<file path="src/sv/lsb_pkg.sv">
`timescale 1ns / 1ps
// ============================================================================
// lsb_pkg: shared types and constants of the seam blender
// Field widths, register indexes, blend modes and the pixel type used by the
// lanes, the output queue and the top level.
// ============================================================================
package lsb_pkg;

   // Default column count of the left image and upper bound of left_width.
   localparam int MAX_WIDTH_DEFAULT = 4096;

   // Fixed field widths.
   localparam int PIX_BITS       = 8;
   localparam int COL_BITS       = 13;
   localparam int SEAM_BITS      = 12;
   localparam int CSR_INDEX_BITS = 2;
   localparam int CSR_DATA_BITS  = 13;

   // One lane per color channel.
   localparam int LANES = 3;

   // Lane stages: product stage, sum stage, one divider stage per result bit.
   localparam int LANE_LATENCY = 2 + PIX_BITS;

   // Output queue depth; it must exceed the pipeline latency for full rate.
   localparam int FIFO_DEPTH = 16;

   typedef logic [CSR_INDEX_BITS-1:0] csr_index_type;

   localparam csr_index_type REG_SEAM_START = 2'd0;
   localparam csr_index_type REG_LEFT_WIDTH = 2'd1;

   typedef enum logic [1:0] {
      MODE_LEFT,
      MODE_WARP,
      MODE_BLEND
   } mode_type;

   typedef struct packed {
      logic [PIX_BITS-1:0] red;
      logic [PIX_BITS-1:0] green;
      logic [PIX_BITS-1:0] blue;
   } pixel_type;

endpackage

</file>
<file path="src/sv/lsb_if.sv">
`timescale 1ns / 1ps
// ============================================================================
// lsb_req_if / lsb_rsp_if: pixel channels of the seam blender
// Valid/ready channels; a transfer happens at a rising edge with both high.
// ============================================================================
interface lsb_req_if;
   logic                          valid;
   logic                          ready;
   logic [lsb_pkg::COL_BITS-1:0]  column;
   logic [lsb_pkg::PIX_BITS-1:0]  left_red;
   logic [lsb_pkg::PIX_BITS-1:0]  left_green;
   logic [lsb_pkg::PIX_BITS-1:0]  left_blue;
   logic [lsb_pkg::PIX_BITS-1:0]  warp_red;
   logic [lsb_pkg::PIX_BITS-1:0]  warp_green;
   logic [lsb_pkg::PIX_BITS-1:0]  warp_blue;

   modport source (
      output valid, column, left_red, left_green, left_blue,
             warp_red, warp_green, warp_blue,
      input  ready
   );

   modport sink (
      input  valid, column, left_red, left_green, left_blue,
             warp_red, warp_green, warp_blue,
      output ready
   );
endinterface

interface lsb_rsp_if;
   logic                          valid;
   logic                          ready;
   logic [lsb_pkg::PIX_BITS-1:0]  out_red;
   logic [lsb_pkg::PIX_BITS-1:0]  out_green;
   logic [lsb_pkg::PIX_BITS-1:0]  out_blue;

   modport source (
      output valid, out_red, out_green, out_blue,
      input  ready
   );

   modport sink (
      input  valid, out_red, out_green, out_blue,
      output ready
   );
endinterface

</file>
<file path="src/sv/linear_seam_blend.sv">
`timescale 1ns / 1ps
// ============================================================================
// linear_seam_blend: linear feather blend across a stitching seam
// Takes one output pixel with its left and warped RGB values and returns the
// stitched RGB pixel, feathered linearly inside the overlap.
// ============================================================================
// The block accepts one pixel per clock while input ready is high and returns
// one pixel per clock while the receiver takes them, with no dependence between
// pixels. After its transfer in, a pixel passes a stage that classifies the
// column; then each color channel runs in a lane of its own through a
// product stage, a sum stage and an eight-stage restoring divider that
// produces one quotient bit per stage. The sixteen-entry output queue lets
// the block keep taking pixels while results wait downstream; input ready
// drops only in reset or with sixteen pixels accepted but not delivered.
// Columns at or past left_width pass the warped pixel, columns before
// seam_start pass the left pixel, and columns inside the overlap give, per
// channel, floor((left*l + warp*(W-l))/W) with W = left_width - seam_start
// and l = left_width - column; a channel whose warped value is zero keeps the
// left value. Register 0 is seam_start, register 1 is left_width, which
// saturates at MAX_WIDTH; writes to other indexes are ignored. Registers are
// meant to be written only while no pixel is in flight.
module linear_seam_blend #(
   parameter int MAX_WIDTH = lsb_pkg::MAX_WIDTH_DEFAULT
) (
   input  logic                                clock,
   input  logic                                reset,
   lsb_req_if.sink                             req,
   lsb_rsp_if.source                           rsp,
   input  logic                                csr_we,
   input  lsb_pkg::csr_index_type              csr_index,
   input  logic [lsb_pkg::CSR_DATA_BITS-1:0]   csr_wdata
);

   localparam int PB       = lsb_pkg::PIX_BITS;
   localparam int LANES    = lsb_pkg::LANES;
   // The left width register must hold MAX_WIDTH itself.
   localparam int LW_BITS  = $clog2(MAX_WIDTH + 1);
   // Column compares run at the wider of the column and left width.
   localparam int CMP_BITS = (LW_BITS > lsb_pkg::COL_BITS) ? LW_BITS : lsb_pkg::COL_BITS;
   localparam int PIPE_LAT = 1 + lsb_pkg::LANE_LATENCY;

   // ------------------------------------------------------------------------
   // Configuration registers
   // ------------------------------------------------------------------------
   logic [lsb_pkg::SEAM_BITS-1:0] seam_ff;
   logic [lsb_pkg::SEAM_BITS-1:0] seam_in;
   logic [LW_BITS-1:0]            width_ff;
   logic [LW_BITS-1:0]            width_in;
   logic [LW_BITS-1:0]            span_ff;

   always_comb begin
      seam_in  = seam_ff;
      width_in = width_ff;
      if (csr_we) begin
         case (csr_index)
            lsb_pkg::REG_SEAM_START: begin
               seam_in = csr_wdata[lsb_pkg::SEAM_BITS-1:0];
            end
            lsb_pkg::REG_LEFT_WIDTH: begin
               // Widths beyond the largest supported image saturate.
               if (32'(csr_wdata) > 32'(MAX_WIDTH)) begin
                  width_in = LW_BITS'(MAX_WIDTH);
               end else begin
                  width_in = LW_BITS'(csr_wdata);
               end
            end
            default: begin
               seam_in  = seam_ff;
               width_in = width_ff;
            end
         endcase
      end
   end

   always_ff @(posedge clock) begin
      if (reset) begin
         seam_ff  <= '0;
         width_ff <= LW_BITS'(MAX_WIDTH);
      end else begin
         seam_ff  <= seam_in;
         width_ff <= width_in;
      end
   end

   // Overlap width W. It is only used for columns inside the overlap, where
   // seam_start < left_width and so W is at least one.
   always_ff @(posedge clock) begin
      span_ff <= LW_BITS'(CMP_BITS'(width_ff) - CMP_BITS'(seam_ff));
   end

   // ------------------------------------------------------------------------
   // Column classification stage
   // ------------------------------------------------------------------------
   logic                 room;
   logic                 req_acc;
   logic [CMP_BITS-1:0]  col_x;
   logic [CMP_BITS-1:0]  width_x;
   logic [CMP_BITS-1:0]  seam_x;
   lsb_pkg::mode_type    mode_in;

   logic                 a_vld_ff;
   lsb_pkg::mode_type    a_mode_ff;
   logic [LW_BITS-1:0]   a_near_ff;
   logic [LW_BITS-1:0]   a_far_ff;
   logic [PB-1:0]        a_left_ff [LANES];
   logic [PB-1:0]        a_warp_ff [LANES];

   assign req.ready = room && !reset;
   assign req_acc   = req.valid && req.ready;

   assign col_x   = CMP_BITS'(req.column);
   assign width_x = CMP_BITS'(width_ff);
   assign seam_x  = CMP_BITS'(seam_ff);

   // The past-the-left-image test wins over the before-the-seam test, so an
   // empty overlap never reaches the blend.
   always_comb begin
      if (col_x >= width_x) begin
         mode_in = lsb_pkg::MODE_WARP;
      end else if (col_x < seam_x) begin
         mode_in = lsb_pkg::MODE_LEFT;
      end else begin
         mode_in = lsb_pkg::MODE_BLEND;
      end
   end

   always_ff @(posedge clock) begin
      if (reset) begin
         a_vld_ff <= 1'b0;
      end else begin
         a_vld_ff <= req_acc;
      end
      a_mode_ff    <= mode_in;
      // Left weight l = left_width - column, warp weight W - l = column - seam.
      a_near_ff    <= LW_BITS'(width_x - col_x);
      a_far_ff     <= LW_BITS'(col_x - seam_x);
      a_left_ff[0] <= req.left_red;
      a_left_ff[1] <= req.left_green;
      a_left_ff[2] <= req.left_blue;
      a_warp_ff[0] <= req.warp_red;
      a_warp_ff[1] <= req.warp_green;
      a_warp_ff[2] <= req.warp_blue;
   end

   // ------------------------------------------------------------------------
   // Channel lanes
   // ------------------------------------------------------------------------
   logic [LANES-1:0] lane_vld;
   logic [PB-1:0]    lane_val [LANES];

   for (genvar c = 0; c < LANES; c++) begin : g_lane
      lsb_lane #(
         .LW_BITS (LW_BITS)
      ) u_lane (
         .clock     (clock),
         .reset     (reset),
         .in_valid  (a_vld_ff),
         .in_mode   (a_mode_ff),
         .in_near   (a_near_ff),
         .in_far    (a_far_ff),
         .in_span   (span_ff),
         .in_left   (a_left_ff[c]),
         .in_warp   (a_warp_ff[c]),
         .out_valid (lane_vld[c]),
         .out_value (lane_val[c])
      );
   end

   // ------------------------------------------------------------------------
   // Merge of the lanes into the output queue
   // ------------------------------------------------------------------------
   lsb_pkg::pixel_type lane_pixel;

   assign lane_pixel.red   = lane_val[0];
   assign lane_pixel.green = lane_val[1];
   assign lane_pixel.blue  = lane_val[2];

   lsb_merge u_merge (
      .clock      (clock),
      .reset      (reset),
      .take       (req_acc),
      .lane_valid (lane_vld[0]),
      .lane_pixel (lane_pixel),
      .room       (room),
      .rsp        (rsp)
   );

   // ------------------------------------------------------------------------
   // Assertions
   // ------------------------------------------------------------------------

   // The lanes run in lockstep, so their results always arrive together.
   a_lanes_aligned: assert property (@(posedge clock) disable iff (reset)
      (lane_vld == '0) || (lane_vld == '1))
      else $error("lane results out of step");

   // Every accepted pixel reaches the queue once it has passed classification and the lanes.
   a_result_follows: assert property (@(posedge clock) disable iff (reset)
      req_acc |-> ##PIPE_LAT lane_vld[0])
      else $error("accepted pixel did not reach the output queue");

   // Nothing but an accepted pixel reaches the queue.
   a_result_has_source: assert property (@(posedge clock) disable iff (reset)
      lane_vld[0] |-> $past(req_acc, PIPE_LAT))
      else $error("lane result does not match an accepted pixel");

   // The left width register never holds more than the largest image width.
   a_width_clamped: assert property (@(posedge clock) disable iff (reset)
      32'(width_ff) <= 32'(MAX_WIDTH))
      else $error("left width register above its maximum");

endmodule

</file>
<file path="src/sv/lsb_lane.sv">
`timescale 1ns / 1ps
// ============================================================================
// lsb_lane: feather blend of one color channel
// Two weighted products, their sum, then a pipelined restoring divider that
// retires one quotient bit per stage. Pass-through values ride alongside.
// ============================================================================
module lsb_lane #(
   parameter int LW_BITS = 13
) (
   input  logic                          clock,
   input  logic                          reset,
   input  logic                          in_valid,
   input  lsb_pkg::mode_type             in_mode,
   input  logic [LW_BITS-1:0]            in_near,
   input  logic [LW_BITS-1:0]            in_far,
   input  logic [LW_BITS-1:0]            in_span,
   input  logic [lsb_pkg::PIX_BITS-1:0]  in_left,
   input  logic [lsb_pkg::PIX_BITS-1:0]  in_warp,
   output logic                          out_valid,
   output logic [lsb_pkg::PIX_BITS-1:0]  out_value
);

   localparam int PB       = lsb_pkg::PIX_BITS;
   localparam int NUM_BITS = LW_BITS + PB;

   // Product stage.
   logic                p_vld_ff;
   logic [NUM_BITS-1:0] p_left_ff;
   logic [NUM_BITS-1:0] p_warp_ff;
   logic                p_pass_ff;
   logic [PB-1:0]       p_pval_ff;
   logic                pass_in;
   logic [PB-1:0]       pval_in;

   // Index 0 holds the sum; index k holds the remainder after quotient bit k.
   logic                vld_ff  [PB+1];
   logic [NUM_BITS-1:0] rem_ff  [PB+1];
   logic [PB-1:0]       quo_ff  [PB+1];
   logic                pass_ff [PB+1];
   logic [PB-1:0]       pval_ff [PB+1];
   logic [NUM_BITS-1:0] rem_in  [PB+1];
   logic [PB-1:0]       quo_in  [PB+1];

   // A channel without warp coverage keeps its left value even in the overlap.
   always_comb begin
      case (in_mode)
         lsb_pkg::MODE_LEFT: begin
            pass_in = 1'b1;
            pval_in = in_left;
         end
         lsb_pkg::MODE_WARP: begin
            pass_in = 1'b1;
            pval_in = in_warp;
         end
         lsb_pkg::MODE_BLEND: begin
            pass_in = (in_warp == '0);
            pval_in = in_left;
         end
         default: begin
            pass_in = 1'b1;
            pval_in = in_left;
         end
      endcase
   end

   always_ff @(posedge clock) begin
      if (reset) begin
         p_vld_ff <= 1'b0;
      end else begin
         p_vld_ff <= in_valid;
      end
      p_left_ff <= NUM_BITS'(in_left) * NUM_BITS'(in_near);
      p_warp_ff <= NUM_BITS'(in_warp) * NUM_BITS'(in_far);
      p_pass_ff <= pass_in;
      p_pval_ff <= pval_in;
   end

   // The sum is below 256 times the span, so it fits NUM_BITS.
   assign rem_in[0] = p_left_ff + p_warp_ff;
   assign quo_in[0] = '0;

   always_ff @(posedge clock) begin
      if (reset) begin
         vld_ff[0] <= 1'b0;
      end else begin
         vld_ff[0] <= p_vld_ff;
      end
      rem_ff[0]  <= rem_in[0];
      quo_ff[0]  <= quo_in[0];
      pass_ff[0] <= p_pass_ff;
      pval_ff[0] <= p_pval_ff;
   end

   for (genvar k = 1; k <= PB; k++) begin : g_div
      logic [NUM_BITS-1:0] trial;
      logic                fits;

      always_comb begin
         trial     = NUM_BITS'(in_span) << (PB - k);
         fits      = (rem_ff[k-1] >= trial);
         rem_in[k] = fits ? (rem_ff[k-1] - trial) : rem_ff[k-1];
         quo_in[k] = {quo_ff[k-1][PB-2:0], fits};
      end

      always_ff @(posedge clock) begin
         if (reset) begin
            vld_ff[k] <= 1'b0;
         end else begin
            vld_ff[k] <= vld_ff[k-1];
         end
         rem_ff[k]  <= rem_in[k];
         quo_ff[k]  <= quo_in[k];
         pass_ff[k] <= pass_ff[k-1];
         pval_ff[k] <= pval_ff[k-1];
      end
   end

   assign out_valid = vld_ff[PB];
   assign out_value = pass_ff[PB] ? pval_ff[PB] : quo_ff[PB];

endmodule

</file>
<file path="src/sv/lsb_merge.sv">
`timescale 1ns / 1ps
// ============================================================================
// lsb_merge: output queue of the seam blender
// Joins the three lane results into one pixel, queues it and keeps a credit
// count of pixels accepted but not yet delivered.
// ============================================================================
module lsb_merge (
   input  logic                clock,
   input  logic                reset,
   input  logic                take,
   input  logic                lane_valid,
   input  lsb_pkg::pixel_type  lane_pixel,
   output logic                room,
   lsb_rsp_if.source           rsp
);

   localparam int DEPTH    = lsb_pkg::FIFO_DEPTH;
   localparam int PTR_BITS = $clog2(DEPTH);
   localparam int CNT_BITS = $clog2(DEPTH + 1);

   lsb_pkg::pixel_type  queue_ff [DEPTH];
   logic [PTR_BITS:0]   wr_ptr_ff;
   logic [PTR_BITS:0]   rd_ptr_ff;
   logic [CNT_BITS-1:0] credit_ff;
   logic [CNT_BITS-1:0] credit_in;
   logic                deliver;
   lsb_pkg::pixel_type  head;

   assign deliver = rsp.valid && rsp.ready;
   assign room    = (credit_ff < CNT_BITS'(DEPTH));

   always_comb begin
      credit_in = credit_ff;
      if (take && !deliver) begin
         credit_in = credit_ff + 1'b1;
      end else if (!take && deliver) begin
         credit_in = credit_ff - 1'b1;
      end
   end

   always_ff @(posedge clock) begin
      if (reset) begin
         wr_ptr_ff <= '0;
         rd_ptr_ff <= '0;
         credit_ff <= '0;
      end else begin
         credit_ff <= credit_in;
         if (lane_valid) begin
            wr_ptr_ff <= wr_ptr_ff + 1'b1;
         end
         if (deliver) begin
            rd_ptr_ff <= rd_ptr_ff + 1'b1;
         end
      end
   end

   always_ff @(posedge clock) begin
      if (lane_valid) begin
         queue_ff[wr_ptr_ff[PTR_BITS-1:0]] <= lane_pixel;
      end
   end

   assign head          = queue_ff[rd_ptr_ff[PTR_BITS-1:0]];
   assign rsp.valid     = (wr_ptr_ff != rd_ptr_ff);
   assign rsp.out_red   = head.red;
   assign rsp.out_green = head.green;
   assign rsp.out_blue  = head.blue;

endmodule

</file>
<file path="src/flat_wrapper.sv">
// flat-port wrapper written by rule: the top's interface ports become plain ports
module linear_seam_blend_flat 
#(
   parameter int MAX_WIDTH = lsb_pkg::MAX_WIDTH_DEFAULT
)
  (clock, reset, csr_we, csr_index, csr_wdata, req_valid, req_column, req_left_red, req_left_green, req_left_blue, req_warp_red, req_warp_green, req_warp_blue, req_ready, rsp_valid, rsp_out_red, rsp_out_green, rsp_out_blue, rsp_ready);
  lsb_req_if req_i ();
  lsb_rsp_if rsp_i ();
  input  logic clock;
  input  logic reset;
  input  logic csr_we;
  input  lsb_pkg::csr_index_type csr_index;
  input  logic [lsb_pkg::CSR_DATA_BITS-1:0] csr_wdata;
  input wire logic [$bits(req_i.valid)-1:0] req_valid;
  input wire logic [$bits(req_i.column)-1:0] req_column;
  input wire logic [$bits(req_i.left_red)-1:0] req_left_red;
  input wire logic [$bits(req_i.left_green)-1:0] req_left_green;
  input wire logic [$bits(req_i.left_blue)-1:0] req_left_blue;
  input wire logic [$bits(req_i.warp_red)-1:0] req_warp_red;
  input wire logic [$bits(req_i.warp_green)-1:0] req_warp_green;
  input wire logic [$bits(req_i.warp_blue)-1:0] req_warp_blue;
  output wire logic [$bits(req_i.ready)-1:0] req_ready;
  output wire logic [$bits(rsp_i.valid)-1:0] rsp_valid;
  output wire logic [$bits(rsp_i.out_red)-1:0] rsp_out_red;
  output wire logic [$bits(rsp_i.out_green)-1:0] rsp_out_green;
  output wire logic [$bits(rsp_i.out_blue)-1:0] rsp_out_blue;
  input wire logic [$bits(rsp_i.ready)-1:0] rsp_ready;
  assign req_i.valid = req_valid;
  assign req_i.column = req_column;
  assign req_i.left_red = req_left_red;
  assign req_i.left_green = req_left_green;
  assign req_i.left_blue = req_left_blue;
  assign req_i.warp_red = req_warp_red;
  assign req_i.warp_green = req_warp_green;
  assign req_i.warp_blue = req_warp_blue;
  assign req_ready = req_i.ready;
  assign rsp_valid = rsp_i.valid;
  assign rsp_out_red = rsp_i.out_red;
  assign rsp_out_green = rsp_i.out_green;
  assign rsp_out_blue = rsp_i.out_blue;
  assign rsp_i.ready = rsp_ready;
  linear_seam_blend #(.MAX_WIDTH(MAX_WIDTH)) u_core (.clock(clock), .reset(reset), .req(req_i), .rsp(rsp_i), .csr_we(csr_we), .csr_index(csr_index), .csr_wdata(csr_wdata));
endmodule
</file>
<file path="config.mk">
export PLATFORM = sky130hd
export DESIGN_NAME = linear_seam_blend_flat
export DESIGN_NICKNAME = d
export VERILOG_FILES = /design/src/sv/lsb_pkg.sv /design/src/sv/lsb_if.sv /design/src/sv/linear_seam_blend.sv /design/src/sv/lsb_lane.sv /design/src/sv/lsb_merge.sv /design/src/flat_wrapper.sv
export SDC_FILE = /design/constraint.sdc
export NUM_CORES = 2
export LEC_CHECK = 0
export BUFFER_PORTS_ARGS = -buffer_cell sky130_fd_sc_hd__buf_4
export CELL_PAD_IN_SITES_DETAIL_PLACEMENT = 1
export CELL_PAD_IN_SITES_GLOBAL_PLACEMENT = 1
export CORE_MARGIN = 1
export CORE_UTILIZATION = 40
export DETAILED_ROUTE_END_ITERATION = 8
export PLACE_DENSITY = 0.75
export RECOVER_POWER = 25
export SLEW_MARGIN = 20
export SYNTH_ARGS = -nofsm -noshare
export SYNTH_HDL_FRONTEND = slang
export SYNTH_SLANG_ARGS = --single-unit
</file>
<file path="constraint.sdc">
create_clock -name clock -period 11.5 [get_ports clock]
set_input_delay 0.575 -clock clock [delete_from_list [all_inputs] [get_ports clock]]
set_output_delay 0.575 -clock clock [all_outputs]
set_load 0.01 [all_outputs]
</file>
==> impl_metrics.csv <==
group,metric,value,unit
placed_design,finalWeightedCongestion,0.860,
routing,route.detailed.drc,0,
critical_path,r2r_setup_slack,5.90,ns
sta,layout_worst_path_cycle_share,48.7,%
critical_path,cpMaxStageDelayCell,"sky130_fd_sc_hd__dfxtp_1",
final_layout,final_net_count,8693,
sta,fmax,0.178,GHz
clock_tree,htree_num_levels,4,
sta,maxSlewViolCount,53,
critical_path,biggest_cell_delay_along_the_critical_path,0.93,ns
floorplanning,initial_core_util,40.4,%
global_route,grt_start_max_net_pins,70,
yosys,sequential_share_of_the_synthesized_area,42.8,%
placed_design,place_ws,5.95,ns
yosys,synthCells,7372,
floorplanning,die_h,452,µm
critical_path,timing.critical_path.cells,"and2_1 -> fa_1 -> fa_1 -> fa_1 -> inv_1 -> fa_1 -> inv_1 -> ha_1 -> and3_1 -> a221o_1 -> a31o_2 -> a41o_1 -> a21o_1 -> a2111oi_0 -> nor3_1",
min_path,timing.hold.worst.class,"input port to flip-flop",
yosys,syn-mean-instance-area,11.0,µm²
sta,hold_viol_final,0,
floorplanning,ports,107,
global_route,grt_first_pass_wirelength,343000,µm
sta,report.final.setup_viol,0,
floorplanning,num_rows,164,
floorplanning,core-area,200000,µm²
pwr,power.total,29.4,mW
critical_path,worst_setup_path_start_kind,"flip-flop",
clock_tree,cts.path.max_buffers,3,
routing,postRouteAntennaNets,0,
yosys,yosys_register_bits,1536,
sta,clock-skew-final,0.0735,ns
critical_path,crit_path_max_fanout,24,
pwr,share_clk_of_total_power,18.8,%
yosys,synth_async_sr_flop_share,0,%
clock_tree,insertion_delay_to_the_later_sink_of_the_worst_skew_pair,0.85,ns
pwr,power_frac_seq,28.1,%
status,violations_in_the_final_reports,"max-capacitance violations, max-slew violations",
pwr,power.ir.vdd_worst,0.183,mV
yosys,synth_enable_flop_cells,384,
floorplanning,die_area,204000,µm²
yosys,synth.yosys.warnings,0,
pwr,share_comb_of_total_power,53.1,%
critical_path,critPathArrivalTime,6.28,ns
sta,fin_tns_setup,0,ns
critical_path,cp.required,12.17,ns
pwr,power_per_cell_area,324,nW/µm²
pwr,p_sw_share,41.2,%
sta,post-route-min-period,5.60,ns
global_route,grt.total_usage,21.4,%
sta,grt_setup_unrepaired,"false",
routing,overall_via_count_from_detail_route,55100,
global_route,grt_antenna_before_repair,19,
clock_tree,clk_transition_reported_paths,0.06,ns
pwr,static_leakage,38.6,nW
critical_path,timing_worst_setup_path_type,"flip-flop to flip-flop",
yosys,netlist-cell-type-count,87,
placed_design,hpwl_after_detailed_placement,156000,µm
clock_tree,cts_tree,"built",
yosys,mappedNetlistArea,80800,µm²
yosys,synth.net_count,8541,
pwr,netSwitchingPower,12.1,mW
routing,detailedRoute.firstIterationViolations,3070,
placed_design,port_buffers,106,
pwr,internal_power,17.3,mW
routing,drt-wirelength-per-cell,21.3,µm
sta,setup_slack,5.90,ns
global_route,grt_overflow,0,
sta,worst_slew_pin_slew,2.40,ns
clock_tree,clkSinkCount,1536,
critical_path,path_common_cell,"sky130_fd_sc_hd__fa_1",
clock_tree,cts_inserted_buffers,162,
critical_path,category_of_the_worst_setup_path_capture_point,"flip-flop",
job,cap_violations,1,
global_route,grt_pass1_vias,60200,
final_layout,final_layout_size_suffix_gt1_share,9.59,%
final_layout,synthToLayoutAreaGrowth,12.3,%
routing,post_drt_via_cell_ratio,5.34,
clock_tree,clock_tree.root_cell,"sky130_fd_sc_hd__clkbuf_16",
floorplanning,chipWidth,452,µm
status,status,"complete, but fails checks",
yosys,dominantRegCellSynth,"sky130_fd_sc_hd__dfxtp_1",
routing,detail_route.wirelength,219000,µm
routing,drt_pass1_iterations,7,
sta,max_slew_margin,-60.2,%
==> synthesized netlist by cell type (all sizes together) (21+ instances only) <==
cell type | number | area (µm²)
a21oi | 390 | 1950
and2 | 501 | 3130
o31ai | 37 | 283
mux2i | 32 | 320
clkbuf | 180 | 676
mux2 | 131 | 1480
xnor2 | 262 | 2290
nand2 | 433 | 1630
edfxtp | 384 | 11500
nor4 | 53 | 332
nand2b | 66 | 413
and3 | 30 | 188
fa | 424 | 8490
o21bai | 41 | 308
nand4 | 47 | 294
dfxtp | 1152 | 23100
nor2b | 82 | 521
or4 | 21 | 158
a21o | 177 | 1330
nor2 | 399 | 1500
a21boi | 29 | 221
mux4 | 120 | 2700
ha | 664 | 8310
nor3 | 80 | 405
buf | 27 | 126
xor2 | 180 | 1580
o21a | 86 | 646
or3 | 28 | 175
a211oi | 38 | 285
a31oi | 31 | 194
inv | 655 | 2460
nand3 | 65 | 325
o21ai | 282 | 1410
==> registers in the layout, indices dropped and copies added, names as in the netlist, 24 cells and up, named ones only <==
register                        count
u_core.u_merge.queue_ff           384
u_core.g_lane.u_lane.p_pval_ff     24
u_core.g_lane.u_lane.pass_ff       27
u_core.g_lane.u_lane.p_warp_ff     63
u_core.g_lane.u_lane.p_left_ff     63
u_core.a_warp_ff                   24
u_core.g_lane.u_lane.pval_ff      216
u_core.g_lane.u_lane.rem_ff       504
u_core.a_left_ff                   24
u_core.g_lane.u_lane.quo_ff       108
==> power groups by stage <==
stage	clock network (mW)	logic, mW	registers, mW
final	5.53	15.6	8.26
after CTS	5.64	15.6	8.26
after global placement	0	14.8	8.29
after global routing	5.84	17.5	8.38
after detailed placement	0	15.3	8.34
after floorplan	0	11.8	7.80
==> cells in the final DEF, fill, tap and decap left out, types with 49 or more instances in the layout <==
cell type | synthesis | routed
sky130_fd_sc_hd__nand2_1 | 432 | 432
sky130_fd_sc_hd__nand2b_1 | 66 | 66
sky130_fd_sc_hd__nor2b_1 | 81 | 80
sky130_fd_sc_hd__ha_1 | 664 | 664
sky130_fd_sc_hd__buf_4 | 2 | 97
sky130_fd_sc_hd__mux2_2 | 131 | 131
sky130_fd_sc_hd__and2_1 | 501 | 491
sky130_fd_sc_hd__xor2_1 | 180 | 180
sky130_fd_sc_hd__a21oi_1 | 390 | 389
sky130_fd_sc_hd__fa_1 | 424 | 424
sky130_fd_sc_hd__clkbuf_16 | 0 | 167
sky130_fd_sc_hd__nor3_1 | 79 | 79
sky130_fd_sc_hd__inv_1 | 655 | 644
sky130_fd_sc_hd__nor4_1 | 53 | 53
sky130_fd_sc_hd__xnor2_1 | 262 | 262
sky130_fd_sc_hd__o21a_1 | 86 | 86
sky130_fd_sc_hd__a21o_1 | 177 | 177
sky130_fd_sc_hd__o21ai_0 | 278 | 277
sky130_fd_sc_hd__dfxtp_1 | 1152 | 1146
sky130_fd_sc_hd__nor2_1 | 399 | 399
sky130_fd_sc_hd__mux4_2 | 120 | 120
sky130_fd_sc_hd__dlygate4sd3_1 | 0 | 49
sky130_fd_sc_hd__edfxtp_1 | 384 | 384
sky130_fd_sc_hd__nand3_1 | 65 | 65
==> metal layers <==
metal / GRT usage [%] / share of wire [%]
met5: 0 / 0.012
met4: 6.42 / 2.6
met3: 2.75 / 4.2
met2: 38.2 / 50
met1: 27.0 / 43
==> worst paths after layout <==
| check | from | to | cells past startpoint |
|---|---|---|---|
| max | u_core.a_near_ff[9]$_DFF_P_ | u_core.g_lane[0].u_lane.p_left_ff[20]$_DFF_P_ | 15 |
| max reg2reg | u_core.a_near_ff[9]$_DFF_P_ | u_core.g_lane[0].u_lane.p_left_ff[20]$_DFF_P_ | 15 |
| min | csr_wdata[7] | u_core.seam_ff[7]$_SDFFE_PP0P_ | 3 |
| min reg2reg | u_core.g_lane[0].u_lane.pval_ff[4][4]$_DFF_P_ | u_core.g_lane[0].u_lane.pval_ff[5][4]$_DFF_P_ | 0 |
==> per-stage QoR <==
step / util, % / cell area [µm²] / cells / hold WS [ns]
4_1_cts: 45.4 / 90800 / 10300 / 0.00157
6_report: 45.3 / 90800 / 10300 / 0.0497
3_5_place_dp: 42.2 / 84600 / 9967 / 0.313
2_1_floorplan: - / 80800 / 7372 / 0.310
5_1_grt: 45.3 / 90800 / 10300 / 0.0289
3_3_place_gp: 42.2 / 84500 / 9967 / 0.310
==> cell type report <==
type	count	area (µm²)
fill	21700	109000
tap	2656	3320
sequential	1536	34600
timing repair buffer	195	1520
antenna	4	10.0
clock buffer	217	4620
inverter	655	2460
multi-input combinational	4974	43100
clock inverter	80	1170
==> cells by family (layout without fill, tap and decap cells) <==
family	after synthesis	in the layout	share of synthesized area, %
xor gates and xnor gates	442	442	4.79
buffers and inverters	862	1147	4.03
DFF	1536	1536	42.8
and+or+nand+nor	1890	1890	12.1
AOI/OAI and AO/OA	1271	1271	9.94
muxes	283	283	5.56
adders and majority gates	1088	1088	20.8
other	0	4	0
==> critical path, delay by kind of cell, from the launching register on <==
kind / cells / cell delay [ns]
adder cells (fa/ha/maj): 5 / 2.24
AO/OA/AOI/OAI: 5 / 1.57
flip-flops: 1 / 0.93
AND/OR/NAND/NOR: 3 / 0.64
buffers and inverters: 2 / 0.10
==> repair_timing <==
| item | CTS | global route |
|---|---|---|
| hold buffers | 49 | 0 |
| resized for setup | 0 | 0 |
| setup buffers | 0 | 0 |
| hold endpoints to repair | 49 | 0 |
(Power assumes the default switching activity.)
